## config.mk

```make
export PLATFORM = sky130hd
export DESIGN_NAME = linear_interp_resampler_top
export DESIGN_NICKNAME = d
export VERILOG_FILES = /design/src/hdl/lir_pkg.sv /design/src/hdl/lir_ctrl.sv /design/src/hdl/lir_datapath.sv /design/src/hdl/linear_interp_resampler_top.sv
export SDC_FILE = /design/constraint.sdc
export NUM_CORES = 1
export LEC_CHECK = 0
export ABC_AREA = 1
export BUFFER_PORTS_ARGS = -buffer_cell sky130_fd_sc_hd__clkbuf_2
export CAP_MARGIN = 30
export CORE_MARGIN = 1
export CORE_UTILIZATION = 31
export CTS_CLUSTER_DIAMETER = 100
export DETAILED_ROUTE_END_ITERATION = 8
export HOLD_SLACK_MARGIN = 0.02
export PLACE_DENSITY_LB_ADDON = 0.12
export SLEW_MARGIN = 10
export SYNTH_ARGS = -nofsm -noshare
export SYNTH_HDL_FRONTEND = slang
export SYNTH_SLANG_ARGS = --single-unit
```

## constraint.sdc

```tcl
create_clock -name clk_i -period 9.17 [get_ports clk_i]
set_input_delay 0.917 -clock clk_i [delete_from_list [all_inputs] [get_ports clk_i]]
set_output_delay 0.917 -clock clk_i [all_outputs]
set_load 0.05 [all_outputs]
```

## src/hdl/lir_pkg.sv

```systemverilog
// Shared types and constants for the linear interpolation resampler.
`timescale 1ns / 1ps
package lir_pkg;

  localparam int unsigned SampleW  = 16;
  localparam int unsigned StepW    = 24;
  localparam int unsigned CountW   = 20;
  localparam int unsigned InIdxW   = 21;
  localparam int unsigned PosW     = 40;
  localparam int unsigned FracW    = 16;
  localparam int unsigned RunCntW  = 7;   // counts 0..64 results per input
  localparam int unsigned CfgIdxW  = 8;
  localparam int unsigned CfgDataW = 24;

  // Configuration register indexes
  localparam logic [CfgIdxW-1:0] CfgStep  = 8'd0;
  localparam logic [CfgIdxW-1:0] CfgCount = 8'd1;

  localparam logic [StepW-1:0]  StepReset  = 24'd65536;
  localparam logic [CountW-1:0] CountReset = 20'd1024;

  // Controller states, one-hot
  typedef enum logic [4:0] {
    StIdle  = 5'b00001,
    StCheck = 5'b00010,
    StMul   = 5'b00100,
    StCalc  = 5'b01000,
    StEmit  = 5'b10000
  } state_e;

  // Commands from controller to datapath
  typedef struct packed {
    logic load_in;   // latch the accepted sample, clear run count
    logic mul;       // register product, advance position and output index
    logic calc;      // form output value and last flag
    logic finish;    // retire input: shift sample, bump input index
  } cmd_t;

  // Status from datapath to controller
  typedef struct packed {
    logic more;      // another result is due for the current input
    logic last;      // the pending result closes this input's run
  } status_t;

endpackage

```

## src/hdl/lir_ctrl.sv

```systemverilog
// Controller state machine for the linear interpolation resampler.
`timescale 1ns / 1ps
module lir_ctrl (
  input  logic              clk_i,
  input  logic              rst_ni,
  input  logic              in_valid_i,
  output logic              in_ready_o,
  output logic              out_valid_o,
  input  logic              out_ready_i,
  input  lir_pkg::status_t  status_i,
  output lir_pkg::cmd_t     cmd_o
);

  lir_pkg::state_e state_q, state_d;

  // State register
  always_ff @(posedge clk_i or negedge rst_ni) begin
    if (!rst_ni) begin
      state_q <= lir_pkg::StIdle;
    end else begin
      state_q <= state_d;
    end
  end

  assign in_ready_o  = (state_q == lir_pkg::StIdle);
  assign out_valid_o = (state_q == lir_pkg::StEmit);

  // Next state and commands
  always_comb begin
    state_d        = state_q;
    cmd_o          = '0;
    case (state_q)
      lir_pkg::StIdle: begin
        if (in_valid_i) begin
          cmd_o.load_in = 1'b1;
          state_d       = lir_pkg::StCheck;
        end
      end
      lir_pkg::StCheck: begin
        if (status_i.more) begin
          state_d = lir_pkg::StMul;
        end else begin
          cmd_o.finish = 1'b1;
          state_d      = lir_pkg::StIdle;
        end
      end
      lir_pkg::StMul: begin
        cmd_o.mul = 1'b1;
        state_d   = lir_pkg::StCalc;
      end
      lir_pkg::StCalc: begin
        cmd_o.calc = 1'b1;
        state_d    = lir_pkg::StEmit;
      end
      lir_pkg::StEmit: begin
        if (out_ready_i) begin
          if (status_i.last) begin
            cmd_o.finish = 1'b1;
            state_d      = lir_pkg::StIdle;
          end else begin
            state_d = lir_pkg::StMul;
          end
        end
      end
      default: begin
        state_d = lir_pkg::StIdle;
      end
    endcase
  end

  // Checks
  a_no_overlap: assert property (@(posedge clk_i) disable iff (!rst_ni)
    !(in_ready_o && out_valid_o))
    else $error("input and output requests open together");

  a_last_retires: assert property (@(posedge clk_i) disable iff (!rst_ni)
    (out_valid_o && out_ready_i && status_i.last) |=> in_ready_o)
    else $error("last result did not return to idle");

  a_run_continues: assert property (@(posedge clk_i) disable iff (!rst_ni)
    (out_valid_o && out_ready_i && !status_i.last) |=> (state_q == lir_pkg::StMul))
    else $error("run did not continue after non-last result");

endmodule

```

## src/hdl/lir_datapath.sv

```systemverilog
// Datapath: config registers, position tracking, multiplier and output register.
`timescale 1ns / 1ps
module lir_datapath (
  input  logic                                clk_i,
  input  logic                                rst_ni,
  input  logic                                cfg_we_i,
  input  logic [lir_pkg::CfgIdxW-1:0]         cfg_index_i,
  input  logic [lir_pkg::CfgDataW-1:0]        cfg_data_i,
  input  logic signed [lir_pkg::SampleW-1:0]  sample_i,
  input  lir_pkg::cmd_t                       cmd_i,
  output lir_pkg::status_t                    status_o,
  output logic signed [lir_pkg::SampleW-1:0]  value_o,
  output logic                                run_last_o,
  output logic                                final_out_o
);

  localparam int unsigned ProdW = 2 * lir_pkg::FracW;
  localparam int unsigned PosIntW = lir_pkg::PosW - lir_pkg::FracW;

  logic [lir_pkg::StepW-1:0]          step_q;
  logic [lir_pkg::CountW-1:0]         count_q;
  logic signed [lir_pkg::SampleW-1:0] prev_q, cur_q;
  logic [lir_pkg::InIdxW-1:0]         in_idx_q;
  logic [lir_pkg::CountW-1:0]         out_idx_q;
  logic [lir_pkg::PosW-1:0]           pos_q;
  logic [lir_pkg::RunCntW-1:0]        run_cnt_q;
  logic [ProdW-1:0]                   prod_q;
  logic                               neg_q, final_q;
  logic signed [lir_pkg::SampleW-1:0] value_q;
  logic                               last_q, final_out_q;

  // Config registers
  always_ff @(posedge clk_i or negedge rst_ni) begin
    if (!rst_ni) begin
      step_q  <= lir_pkg::StepReset;
      count_q <= lir_pkg::CountReset;
    end else if (cfg_we_i) begin
      if (cfg_index_i == lir_pkg::CfgStep) begin
        step_q <= cfg_data_i[lir_pkg::StepW-1:0];
      end else if (cfg_index_i == lir_pkg::CfgCount) begin
        count_q <= cfg_data_i[lir_pkg::CountW-1:0];
      end
    end
  end

  // Loop condition on current registers
  logic [lir_pkg::InIdxW-1:0] left;
  logic [PosIntW-1:0]         pos_int;
  logic                       more;

  assign left    = in_idx_q - lir_pkg::InIdxW'(1);
  assign pos_int = pos_q[lir_pkg::PosW-1:lir_pkg::FracW];
  assign more    = (in_idx_q != '0) && !run_cnt_q[lir_pkg::RunCntW-1] &&
                   (out_idx_q < count_q) &&
                   (pos_int <= PosIntW'(left));

  assign status_o.more = more;
  assign status_o.last = last_q;

  // Difference magnitude and sign
  logic signed [lir_pkg::SampleW:0] diff;
  logic [lir_pkg::SampleW:0]        mag;
  assign diff = 17'(cur_q) - 17'(prev_q);
  assign mag  = diff[lir_pkg::SampleW] ? 17'(-diff) : 17'(diff);

  // Saturating position advance
  logic [lir_pkg::PosW:0] pos_sum;
  assign pos_sum = {1'b0, pos_q} + (lir_pkg::PosW + 1)'(step_q);

  logic [lir_pkg::CountW:0] out_idx_inc;
  assign out_idx_inc = {1'b0, out_idx_q} + (lir_pkg::CountW + 1)'(1);

  // Interpolated value from registered product
  logic [lir_pkg::SampleW-1:0] q;
  logic [lir_pkg::SampleW:0]   val_wide;
  assign q        = prod_q[ProdW-1:lir_pkg::FracW];
  assign val_wide = neg_q ? (17'(prev_q) - {1'b0, q}) : (17'(prev_q) + {1'b0, q});

  // Stream state
  always_ff @(posedge clk_i or negedge rst_ni) begin
    if (!rst_ni) begin
      prev_q    <= '0;
      in_idx_q  <= '0;
      out_idx_q <= '0;
      pos_q     <= '0;
      run_cnt_q <= '0;
      last_q    <= 1'b0;
    end else begin
      if (cmd_i.load_in) begin
        run_cnt_q <= '0;
      end
      if (cmd_i.mul) begin
        out_idx_q <= out_idx_inc[lir_pkg::CountW-1:0];
        run_cnt_q <= run_cnt_q + lir_pkg::RunCntW'(1);
        pos_q     <= pos_sum[lir_pkg::PosW] ? '1 : pos_sum[lir_pkg::PosW-1:0];
      end
      if (cmd_i.calc) begin
        last_q <= !more;
      end
      if (cmd_i.finish) begin
        prev_q <= cur_q;
        if (in_idx_q != '1) begin
          in_idx_q <= in_idx_q + lir_pkg::InIdxW'(1);
        end
      end
    end
  end

  // Payload registers
  always_ff @(posedge clk_i) begin
    if (cmd_i.load_in) begin
      cur_q <= sample_i;
    end
    if (cmd_i.mul) begin
      prod_q  <= mag[lir_pkg::SampleW-1:0] * pos_q[lir_pkg::FracW-1:0];
      neg_q   <= diff[lir_pkg::SampleW];
      final_q <= (out_idx_inc == {1'b0, count_q});
    end
    if (cmd_i.calc) begin
      value_q     <= val_wide[lir_pkg::SampleW-1:0];
      final_out_q <= final_q;
    end
  end

  assign value_o     = value_q;
  assign run_last_o  = last_q;
  assign final_out_o = final_out_q;

endmodule

```

## src/hdl/linear_interp_resampler_top.sv

```systemverilog
// Sequence: an accepted input is checked, then its first result is multiplied, formed and
// presented; each further result of the same input is again multiplied, formed and presented.
// An input that causes no result is retired from the check state; one input is in work at a time.
// The multiply-then-form sequence over one shared 16x16 multiplier sets the rate, with receiver stalls.
// Reset (async, active low) clears stream state; step = 1.0, count = 1024.
`timescale 1ns / 1ps
module linear_interp_resampler_top (
  input  logic                                clk_i,
  input  logic                                rst_ni,
  input  logic                                cfg_valid_i,
  output logic                                cfg_ready_o,
  input  logic [lir_pkg::CfgIdxW-1:0]         cfg_index_i,
  input  logic [lir_pkg::CfgDataW-1:0]        cfg_data_i,
  input  logic                                in_valid_i,
  output logic                                in_ready_o,
  input  logic signed [lir_pkg::SampleW-1:0]  sample_i,
  output logic                                out_valid_o,
  input  logic                                out_ready_i,
  output logic signed [lir_pkg::SampleW-1:0]  value_o,
  output logic                                run_last_o,
  output logic                                final_out_o
);

  lir_pkg::cmd_t    cmd;
  lir_pkg::status_t status;

  // Config requests always taken
  assign cfg_ready_o = 1'b1;

  lir_ctrl u_ctrl (
    .clk_i       (clk_i),
    .rst_ni      (rst_ni),
    .in_valid_i  (in_valid_i),
    .in_ready_o  (in_ready_o),
    .out_valid_o (out_valid_o),
    .out_ready_i (out_ready_i),
    .status_i    (status),
    .cmd_o       (cmd)
  );

  lir_datapath u_datapath (
    .clk_i       (clk_i),
    .rst_ni      (rst_ni),
    .cfg_we_i    (cfg_valid_i),
    .cfg_index_i (cfg_index_i),
    .cfg_data_i  (cfg_data_i),
    .sample_i    (sample_i),
    .cmd_i       (cmd),
    .status_o    (status),
    .value_o     (value_o),
    .run_last_o  (run_last_o),
    .final_out_o (final_out_o)
  );

endmodule

```

======== After elaboration in Yosys (flattened, before gate mapping) ========
Index checks and enable logic that the tools add are counted.
operators by class
  eq/ne operators ......................... 10
  bitwise logic cells ..................... 1
  $mul .................................... 1
  order comparisons ....................... 2
  mux-type cells .......................... 18
  reductions and logical operators ........ 12
  add/sub/neg operators ................... 9
operator list
  operator               number
  $add 40x24->41         1
  $mux 40                1
  $mul 16x16->32         1
  $mux 16                2
  $pmux 5 s5             1
  $le 24x21->1           1
  $add 20x1->21 const B  1
  $add 21x1->21 const B  1
  $eq 21x20->1           1
  $ne 21x21->1 const B   1
  $reduce_bool 21->1     1
  $sub 21x1->21 const B  1
  $lt 20x20->1           1
  $sub 16x16->17         1
  $add 16x16->16         1
  $neg 16->16            1
  $sub 16x16->16         1
  $mux 7                 2
  $mux 5                 2
  $eq 8x1->1 const B     1
  $logic_not 8->1        1
  $add 7x1->7 const B    1
  $mux 1                 7
  $mux 3                 2
  14 further kinds       19
word-level totals
  input port bits ......................... 53
  word-level logic and storage cells ...... 68
  output and inout port bits .............. 21
  bits in registers ....................... 221

======== Depth between registers and ports, before layout ========
Gate-level depths: netlist of the first run.
  depth in word-level cells ............... 7
  gate-level depth with buffers ........... 42
  depth with buffers taken out ............ 42

======== Cells and area by module ========
From an unflattened synthesis of the first run, not the netlist that was laid out.
unflattened totals
  cell total of the unflattened synthesis .. 2755
  area, all modules ....................... 21964.8 um^2
by module, submodules not included
  module                       cells an instance  area an instance (um^2)  times used  sequential area each (um^2)
  lir_datapath                 2706               21609.5                  1           5262.5
  lir_ctrl                     47                 344.1                    1           126.4
  linear_interp_resampler_top  2                  11.3                     1           0.0

======== Worst setup path after synthesis of the first run ========
OpenSTA, ideal clock, no wires.
  path type ............................... register to register
  from .................................... reg u_datapath.cur_q[0] (netlist bit)
  to ...................................... reg u_datapath.prod_q[27] (data pin)
  arrival time ............................ 6.956 ns
  clock period less this slack ............ 7.208 ns
  required time ........................... 8.918 ns
  cell stages (with the launch flop) ...... 37
  buffers on the path ..................... 0
  setup slack ............................. 1.962 ns
  library setup time ...................... 0.252 ns
  cells stage by stage .................... edfxtp_1 > inv_1 > ha_1 > fa_1 > ha_1 > inv_1 > nor3_2 > nand2_1 > nor2_1 > nand3_1 > nor3_2 > nand3_1 > nand2_1 > nand2_1 > nand2_2 > nor2_1 > fa_1 > inv_1 > fa_1 > inv_1 > fa_1 > fa_1 > fa_1 > inv_1 > fa_1 > inv_1 > ha_1 > a21oi_1 > inv_1 > nor2_1 > inv_1 > nor2_1 > nor2_1 > a211oi_1 > nand2_1 > nand2_1 > nand2_1
between the ends
  cells in the longest elaborated chain, start to end .. 4
ends and longest elaborated chain
  item                    line                 text
  from (decl)             lir_datapath.sv:22   logic signed [lir_pkg::SampleW-1:0] prev_q, cur_q;
  from (signal assigned)  lir_datapath.sv:112  cur_q <= sample_i;
  $sub 16x16->17 *        lir_datapath.sv:63   assign diff = 17'(cur_q) - 17'(prev_q);
  $neg 16->16             lir_datapath.sv:64   assign mag = diff[lir_pkg::SampleW] ? 17'(-diff) : 17'(diff);
  $mux 16 *               lir_datapath.sv:64
  $mul 16x16->32 *        lir_datapath.sv:115  prod_q <= mag[lir_pkg::SampleW-1:0] * pos_q[lir_pkg::FracW-1:0];
  to (signal assigned)    lir_datapath.sv:115
  to (decl)               lir_datapath.sv:27   logic [ProdW-1:0] prod_q;
Every way passes the cells marked *; elsewhere a longest branch is shown, timed or not.
A chain may end at the register's enable or synchronous reset.

======== Worst setup path in the final report of the first run ========
  from .................................... reg u_datapath.cur_q[0] (netlist bit)
  to ...................................... reg u_datapath.prod_q[26] (data pin)
Same word-level chain as after synthesis.

==> run_results.csv, run 1 <==
group,metric,value,unit
clocking,cts.htree.levels,1,
worst_setup_path,path_max_fanout,20,
worst_setup_path,cpMostUsedCell,"nand2_1",
worst_setup_path,crit_path_max_incr_delay,0.55,ns
worst_setup_path,worstSetupStartpoint,"u_datapath.cur_q[0]$_DFFE_PP_",
cells_and_area,mostFrequentLayoutCells,"592 x nand2_1, 512 x inv_1, 274 x nor2_1",
die,fp.dieW,269,um
route,finalWirelength,64.9,mm
clocking,cts.sinks,205,
route,ant_nets,0,
clocking,cts_tree,"built",
synthesis,postSynthAreaPerCell,7.83,sq um
timing,relSlewSlack,46.1,%
die,io_pins,74,
synthesis,async_flop_share,75.1,%
place,dpl.hpwl,52.5,mm
worst_setup_path,arrival,8.67,ns
worst_setup_path,criticalPathCategory,"reg -> reg",
clocking,clockRootBuffer,"clkbuf_16",
synthesis,seq_area_frac_synth,24.3,%
route,drc,0,
clocking,post_cts_buffers,0,
synthesis,yosys_most_used_dff,"dfrtp_1",
route,wire_per_inst,16.9,um
place,dp_worst_setup_slack,0.857,ns
clocking,clk_pin_slew,0.07,ns
timing,fmax,120,MHz
clocking,cts_resized,0,
cells_and_area,fin_util,34.9,%
clocking,clock_path_buffers,3,
die,core,0.0704,sq mm
global_route,antenna_found_initial,0,
die,fp.dieArea,0.0726,sq mm
clocking,hold_buffers,0,
clocking,insertion_delay,0.59,ns
synthesis,synthTopCellsByArea,"fa_1 18%, dfrtp_1 17%, ha_1 12%",
run,cap_violations,0,
worst_setup_path,required,9.48,ns
cells_and_area,final_common_cell,"nand2_1",
synthesis,synthCells,2830,
place,gp_congestion,0.900,
timing,fin_skew,0.0318,ns
synthesis,ys_types,61,
synthesis,yosys_warnings,0,
worst_setup_path,crit_path_start_kind,"flop",
worst_setup_path,critPathCaptureType,"flop",
place,portBuffers,72,
synthesis,syn_area,0.0222,sq mm
global_route,grtUsageTotal,18.0,%
cells_and_area,nFillCells,7525,
global_route,grt_pass1_wl,104,mm
die,initial_utilization,31.5,%
cells_and_area,area_delta_synth_final,11.0,%
clocking,numCtsBuffers,28,
route,vias_per_cell,4.78,
global_route,grt_max_degree,80,
hold_path,hold_class,"in -> async",
synthesis,synth_edf_count,51,
timing,hold_viol,0,
global_route,grt_pass1_vias,18700,
cells_and_area,final_nets,3336,
timing,worst_pin_slew,0.806,ns
worst_setup_path,timing.reg2reg.worst_path_depth,37,
route,firstDrtPassIters,7,
timing,period_needed,8.36,ns
cells_and_area,drive_gt1_share,6.23,%
synthesis,yosys.area.top_type,"fa_1",
timing,setup_violations,0,
timing,slew_violations,0,
timing,setup_tns,0,ns
synthesis,synth_nets,3283,
route,routed-via-count,18400,
route,drt_first_iter_violations,1192,
timing,rsz0062_at_grt,"false",
synthesis,synth_seq_cells,205,
timing,fin_crit_sh,91.2,%
worst_setup_path,slowest_stage,"fa_1",
global_route,overflow,0,
timing,fin_ws,0.810,ns
die,row_count,97,
cells_and_area,n_antenna_cell,0,
synthesis,synth_top_area_share,17.7,%
status,outcome,"finished, final reports clean",
worst_setup_path,r2r-start,"u_datapath.cur_q[0]$_DFFE_PP_",
die,fp.dieH,269,um
-- routing by layer --
| metal | vias to the layer above | GRT usage, % | share of wire (%) |
|---|---|---|---|
| met5 | - | 0 | 0 |
| met1 | 8829 | 24.5 | 47 |
| met3 | 81 | 2.07 | 4.2 |
| met4 | 0 | 3.72 | 2.2 |
| li1 | 9073 | - | - |
| met2 | 408 | 30.6 | 47 |
-- area by class of cell --
| cell class | count | area, sq um | share of cell area [%] |
|---|---|---|---|
| tap | 940 | 1180 | 4.78 |
| multi-input combinational | 2037 | 14500 | 59.1 |
| clock buffer | 35 | 757 | 3.08 |
| timing repair buffer | 87 | 553 | 2.25 |
| clock inverter | 17 | 205 | 0.834 |
| sequential | 205 | 5390 | 21.9 |
| inverter | 524 | 1970 | 8.02 |
-- logic make-up (layout without fill, tap and decap cells) --
group,Yosys count,after routing,synth area share (%)
AND/OR/NAND/NOR,1141,1141,21.6
buffers and inverters,588,663,10.1
adder cells (fa/ha/maj),400,400,29.2
AO/OA/AOI/OAI,353,353,8.92
flip-flops,205,205,24.3
XOR/XNOR,138,138,5.62
multiplexers,4,4,0.203
other,1,1,0.0169
-- path summary, 6_finish.rpt --
check	slack, ns	endpoint
setup / recovery	0.81	u_datapath.prod_q[26]$_DFFE_PP_
hold / removal	0.40	u_datapath.prev_q[15]$_DFFE_PN0P_
setup reg to reg	0.81	u_datapath.prod_q[26]$_DFFE_PP_
hold reg to reg	0.43	u_datapath.final_out_o$_DFFE_PP_
max in group asynchronous	7.57	u_datapath.count_q[10]$_DFFE_PN1P_
min in group clk_i	0.43	u_datapath.final_out_o$_DFFE_PP_
-- cells in the mapped netlist, drive strengths merged, types with 2 or more instances --
cell type / n
a211oi: 4
a21boi: 5
a21o: 11
a21oi: 136
a22oi: 17
a311oi: 2
a31oi: 13
and3: 4
buf: 18
clkbuf: 46
clkinv: 7
dfrtp: 151
dfstp: 3
edfxtp: 51
fa: 196
ha: 204
inv: 517
mux2: 4
nand2: 604
nand3: 138
nand3b: 12
nand4: 29
nor2: 276
nor3: 60
nor3b: 2
nor4: 11
o211ai: 2
o21a: 6
o21ai: 141
o21bai: 2
o221a: 2
o22ai: 4
o31ai: 4
or2: 2
or4: 2
xnor2: 34
xor2: 104
-- stage by stage --
stage / hold WS [ns] / std cells / cell area [sq um]
finish: 0.399 / 3845 / 24600
global route: 0.452 / 3845 / 24600
CTS: 0.428 / 3843 / 24600
detailed placement: 0.431 / 3791 / 23600
global placement: 0.405 / 3786 / 23500
floorplan: 0.400 / 2830 / 22200
-- critical path, delay by kind of cell (launching register included) --
family,cells,cell delay [ns]
AND/OR/NAND/NOR,13,1.29
AO/OA/AOI/OAI,5,1.15
flip-flops,1,0.35
buffers and inverters,10,1.20
adder cells (fa/ha/maj),9,4.08
-- registers in the layout, summed over array words and instances, names as in the netlist, 20 cells and up --
register	count
u_datapath.count_q	20
u_datapath.in_idx_q	21
u_datapath.out_idx_q	20
u_datapath.pos_q	40
u_datapath.step_q	24
Power of run 1 is not shown: default switching activity piles up to over one toggle a cycle in this logic, so the estimate is an artifact.
==> run 2, diff against run 1 <==
--- a/config.mk
+++ b/config.mk
@@ -10,9 +10,10 @@
 export CAP_MARGIN = 30
 export CORE_MARGIN = 1
 export CORE_UTILIZATION = 31
+export CTS_BUF_LIST = sky130_fd_sc_hd__clkbuf_4
 export CTS_CLUSTER_DIAMETER = 100
 export DETAILED_ROUTE_END_ITERATION = 8
-export HOLD_SLACK_MARGIN = 0.02
+export GPL_ROUTABILITY_DRIVEN = 0
 export PLACE_DENSITY_LB_ADDON = 0.12
 export SLEW_MARGIN = 10
 export SYNTH_ARGS = -nofsm -noshare
==> run_results.csv, run 2 (synthesized netlist as in run 1, its figures left out) <==
group,metric,value,unit
status,outcome,"finished, final reports clean",
die,fp.dieW,269,um
cells_and_area,mostFrequentLayoutCells,"592 x nand2_1, 512 x inv_1, 274 x nor2_1",
worst_setup_path,worstSetupStartpoint,"u_datapath.cur_q[0]$_DFFE_PP_",
die,fp.dieArea,0.0726,sq mm
route,firstDrtPassIters,5,
cells_and_area,final_common_cell,"nand2_1",
global_route,grtUsageTotal,18.0,%
die,row_count,97,
route,routed-via-count,18700,
cells_and_area,area_delta_synth_final,10.0,%
timing,setup_tns,0,ns
die,fp.dieH,269,um
clocking,cts.htree.levels,2,
worst_setup_path,required,9.69,ns
timing,rsz0062_at_grt,"false",
clocking,clock_path_buffers,3,
hold_path,hold_class,"in -> async",
timing,fin_crit_sh,91.1,%
worst_setup_path,arrival,8.88,ns
worst_setup_path,cpMostUsedCell,"nand2_1",
global_route,grt_max_degree,82,
worst_setup_path,criticalPathCategory,"reg -> reg",
clocking,hold_buffers,0,
global_route,overflow,0,
cells_and_area,largest_register,"u_datapath.pos_q",
clocking,post_cts_buffers,0,
cells_and_area,largest_reg_flops,40,
worst_setup_path,r2r-start,"u_datapath.cur_q[0]$_DFFE_PP_",
timing,slew_violations,0,
die,initial_utilization,31.5,%
timing,hold_viol,0,
global_route,grt_pass1_wl,104,mm
timing,setup_violations,0,
worst_setup_path,slowest_stage,"fa_1",
global_route,antenna_found_initial,2,
worst_setup_path,crit_path_start_kind,"flop",
timing,fin_skew,0.0656,ns
route,ant_nets,0,
clocking,numCtsBuffers,60,
worst_setup_path,path_max_fanout,20,
route,wire_per_inst,16.7,um
clocking,cts.sinks,205,
cells_and_area,drive_gt1_share,7.69,%
route,drt_first_iter_violations,1077,
clocking,clockRootBuffer,"clkbuf_4",
timing,relSlewSlack,45.3,%
die,io_pins,74,
global_route,use_met2,29.7,%
global_route,grt_pass1_vias,19200,
clocking,cts_tree,"built",
worst_setup_path,timing.reg2reg.worst_path_depth,39,
die,core,0.0704,sq mm
route,finalWirelength,65.1,mm
route,drc,0,
worst_setup_path,r2r_end,"u_datapath.prod_q[27]$_DFFE_PP_",
global_route,busiest_layer,"met2",
clocking,clk_pin_slew,0.07,ns
place,portBuffers,72,
timing,worst_pin_slew,0.820,ns
cells_and_area,final_nets,3367,
clocking,cts_resized,0,
global_route,met1_usage,23.5,%
timing,period_needed,8.36,ns
global_route,grt_use_met3,3.44,%
clocking,insertion_delay,0.81,ns
worst_setup_path,critPathCaptureType,"flop",
worst_setup_path,crit_path_max_incr_delay,0.54,ns
cells_and_area,biggestRegsByFlops,"u_datapath.pos_q: 40 flops, u_datapath.step_q: 24 flops, u_datapath.in_idx_q: 21 flops",
worst_setup_path,reg2reg_slack,0.81,ns
route,vias_per_cell,4.79,
run,cap_violations,0,
timing,fmax,120,MHz
worst_setup_path,worstSetupEndpoint,"u_datapath.prod_q[27]$_DFFE_PP_",
place,dpl.hpwl,52.3,mm
[run 2: cell types whose count changed in the layout (fill, tap and decap cells not counted), moves of 2 or more]
cell,before,now
clkbuf_16,28,0
clkinv_2,5,8
clkbuf_8,3,0
clkbuf_1,4,0
clkinv_1,10,28
bufinv_16,4,0
clkbuf_4,0,83
inv_6,2,0
[run 2: how the worst min path moves through the flow]
stage                     cells past startpoint                             endpoint
final                                         1     u_datapath.prev_q[4]$_DFFE_PN0P_
after global routing                          1    u_datapath.prev_q[15]$_DFFE_PN0P_
after CTS                                     1  u_datapath.in_idx_q[18]$_DFFE_PN0P_
after detailed placement                      0     u_datapath.final_out_o$_DFFE_PP_
after global placement                        0     u_datapath.final_out_o$_DFFE_PP_
after floorplan                               0     u_datapath.final_out_o$_DFFE_PP_
[run 2: routing by layer]
metal  share of wire, %  vias up
met5              0.020        -
met4                3.1        2
met3                4.9      121
met2                 46      424
met1                 46     8968
li1                   -     9187
[run 2: final cells by class]
| class | count | area (sq um) |
|---|---|---|
| diodes | 1 | 2.50 |
| clock buffers | 83 | 623 |
| flip-flops and latches | 205 | 5390 |
| multi-input cells | 2037 | 14500 |
| clock inverters | 31 | 134 |
| well taps | 940 | 1180 |
| fillers | 7556 | 46000 |
| repair buffers | 86 | 546 |
| inverters | 524 | 1970 |
[run 2: per-stage QoR]
step	instances	cell area [sq um]	hold slack [ns]	util, %	setup slack (ns)
after floorplan	2830	22200	0.400	-	1.96
after global placement	3785	23500	0.404	33.4	0.986
after detailed placement	3790	23600	0.435	33.5	0.882
after CTS	3904	24300	0.127	34.6	0.828
after global routing	3907	24400	0.179	34.6	0.136
final	3907	24400	0.196	34.6	0.814
[run 2: worst max-delay path: cells and delay by family (launching register included)]
kind                     cells  cell delay (ns)
AO/OA/AOI/OAI                4             0.85
adder cells (fa/ha/maj)      9             4.07
buffers and inverters       10             1.24
flip-flops                   1             0.35
AND/OR/NAND/NOR             16             1.56
Power of run 2 is left out for the same reason.
==> run 3, diff against run 2 <==
--- a/config.mk
+++ b/config.mk
@@ -8,6 +8,7 @@
 export ABC_AREA = 1
 export BUFFER_PORTS_ARGS = -buffer_cell sky130_fd_sc_hd__clkbuf_2
 export CAP_MARGIN = 30
+export CORE_ASPECT_RATIO = 0.9
 export CORE_MARGIN = 1
 export CORE_UTILIZATION = 31
 export CTS_BUF_LIST = sky130_fd_sc_hd__clkbuf_4
==> run_results.csv, run 3 (synthesized netlist as in run 1, its figures left out) <==
group,metric,value,unit
status,outcome,"finished, final reports clean",
cells_and_area,mostFrequentLayoutCells,"592 x nand2_1, 512 x inv_1, 274 x nor2_1",
cells_and_area,fin_util,34.8,%
global_route,grt_max_degree,67,
worst_setup_path,crit_path_max_incr_delay,0.54,ns
timing,fmax,120,MHz
timing,setup_tns,0,ns
die,fp.dieW,284,um
global_route,grt_pass1_vias,19100,
global_route,grtUsageTotal,18.4,%
cells_and_area,largest_reg_flops,40,
clocking,insertion_delay,0.80,ns
worst_setup_path,cpMostUsedCell,"nand2_1",
timing,fin_skew,0.0615,ns
clocking,clockRootBuffer,"clkbuf_4",
cells_and_area,final_nets,3372,
global_route,antenna_found_initial,2,
timing,setup_violations,0,
hold_path,hold_class,"in -> reg",
cells_and_area,biggestRegsByFlops,"u_datapath.pos_q: 40 flops, u_datapath.step_q: 24 flops, u_datapath.in_idx_q: 21 flops",
clocking,cts.sinks,205,
worst_setup_path,path_max_fanout,20,
cells_and_area,area_delta_synth_final,10.3,%
route,finalWirelength,65.8,mm
die,row_count,92,
cells_and_area,largest_register,"u_datapath.pos_q",
global_route,overflow,0,
timing,relSlewSlack,41.5,%
clocking,numCtsBuffers,60,
route,wire_per_inst,16.8,um
clocking,cts_resized,0,
worst_setup_path,critPathCaptureType,"flop",
worst_setup_path,slowest_stage,"fa_1",
cells_and_area,drive_gt1_share,7.93,%
place,place_area,0.0236,sq mm
run,cap_violations,0,
clocking,hold_buffers,1,
worst_setup_path,required,9.68,ns
hold_path,hold_depth,1,
clocking,cts_tree,"built",
timing,period_needed,8.35,ns
clocking,post_cts_buffers,0,
route,vias_per_cell,4.75,
global_route,grt_pass1_wl,106,mm
timing,worst_pin_slew,0.871,ns
die,fp.dieH,256,um
place,portBuffers,72,
die,core,0.0703,sq mm
cells_and_area,final_common_cell,"nand2_1",
route,drt_first_iter_violations,923,
worst_setup_path,criticalPathCategory,"reg -> reg",
route,drc,0,
die,fp.dieArea,0.0726,sq mm
worst_setup_path,timing.reg2reg.worst_path_depth,40,
worst_setup_path,arrival,8.86,ns
route,firstDrtPassIters,7,
clocking,clock_path_buffers,3,
die,initial_utilization,31.5,%
timing,hold_viol,0,
cells_and_area,fin_area,0.0244,sq mm
clocking,cts.htree.levels,2,
timing,rsz0062_at_grt,"false",
route,ant_nets,0,
die,io_pins,74,
route,routed-via-count,18500,
timing,fin_crit_sh,91.1,%
worst_setup_path,crit_path_start_kind,"flop",
place,dpl.hpwl,53.3,mm
clocking,clk_pin_slew,0.07,ns
timing,slew_violations,0,
-- run 3: changes by cell type in the layout (fill, tap and decap cells not counted) --
cell and change:
clkinv_1 -10, bufinv_16 +1, clkbuf_4 +4, diode_2 +1
buf_16 +1, buf_12 -1, buf_4 +5, clkinv_2 -1
buf_2 -1, dlygate4sd3_1 +1, clkinvlp_4 -1
-- run 3: final timing paths --
check,startpoint,end,slack [ns]
worst max-delay path,u_datapath.cur_q[0]$_DFFE_PP_,u_datapath.prod_q[27]$_DFFE_PP_,0.82
worst min-delay path,sample_i[14],u_datapath.cur_q[14]$_DFFE_PP_,0.34
worst max register to register,u_datapath.cur_q[0]$_DFFE_PP_,u_datapath.prod_q[27]$_DFFE_PP_,0.82
worst min register to register,u_datapath.final_q$_DFFE_PP_,u_datapath.final_out_o$_DFFE_PP_,0.43
max in group asynchronous,rst_ni,u_datapath.in_idx_q[5]$_DFFE_PN0P_,7.43
min in group asynchronous,rst_ni,u_datapath.prev_q[1]$_DFFE_PN0P_,0.65
-- run 3: metal layers --
| layer | global-route usage (%) | share of wire (%) |
|---|---|---|
| met3 | 3.89 | 5.8 |
| met1 | 25.9 | 48 |
| met4 | 4.47 | 2.0 |
| met5 | 0 | 0.021 |
| met2 | 28.5 | 44 |
-- run 3: worst max-delay path, delay by kind of cell, from the launching register on --
family | cells | cell delay, ns
buffers and inverters | 11 | 1.24
adder cells (fa/ha/maj) | 9 | 4.04
AO/OA/AOI/OAI | 4 | 0.89
AND/OR/NAND/NOR | 16 | 1.57
flip-flops | 1 | 0.35
-- run 3: metrics by stage --
| step | hold slack (ns) | instances | setup WS [ns] |
|---|---|---|---|
| floorplan | 0.400 | 2830 | 1.96 |
| CTS | 0.233 | 3900 | 0.804 |
| global placement | 0.415 | 3790 | 0.954 |
| detailed placement | 0.421 | 3792 | 0.831 |
| global route | 0.241 | 3905 | 0.0565 |
| finish | 0.340 | 3906 | 0.820 |
-- run 3: final cells by class --
class,count,area (sq um)
antenna,2,5.00
clock buffer,87,653
clock inverter,20,114
fill,7485,45900
inverter,524,1970
multi-input combinational,2037,14500
sequential,205,5390
tap,940,1180
timing repair buffer,91,596
Power of run 3 is left out for the same reason.
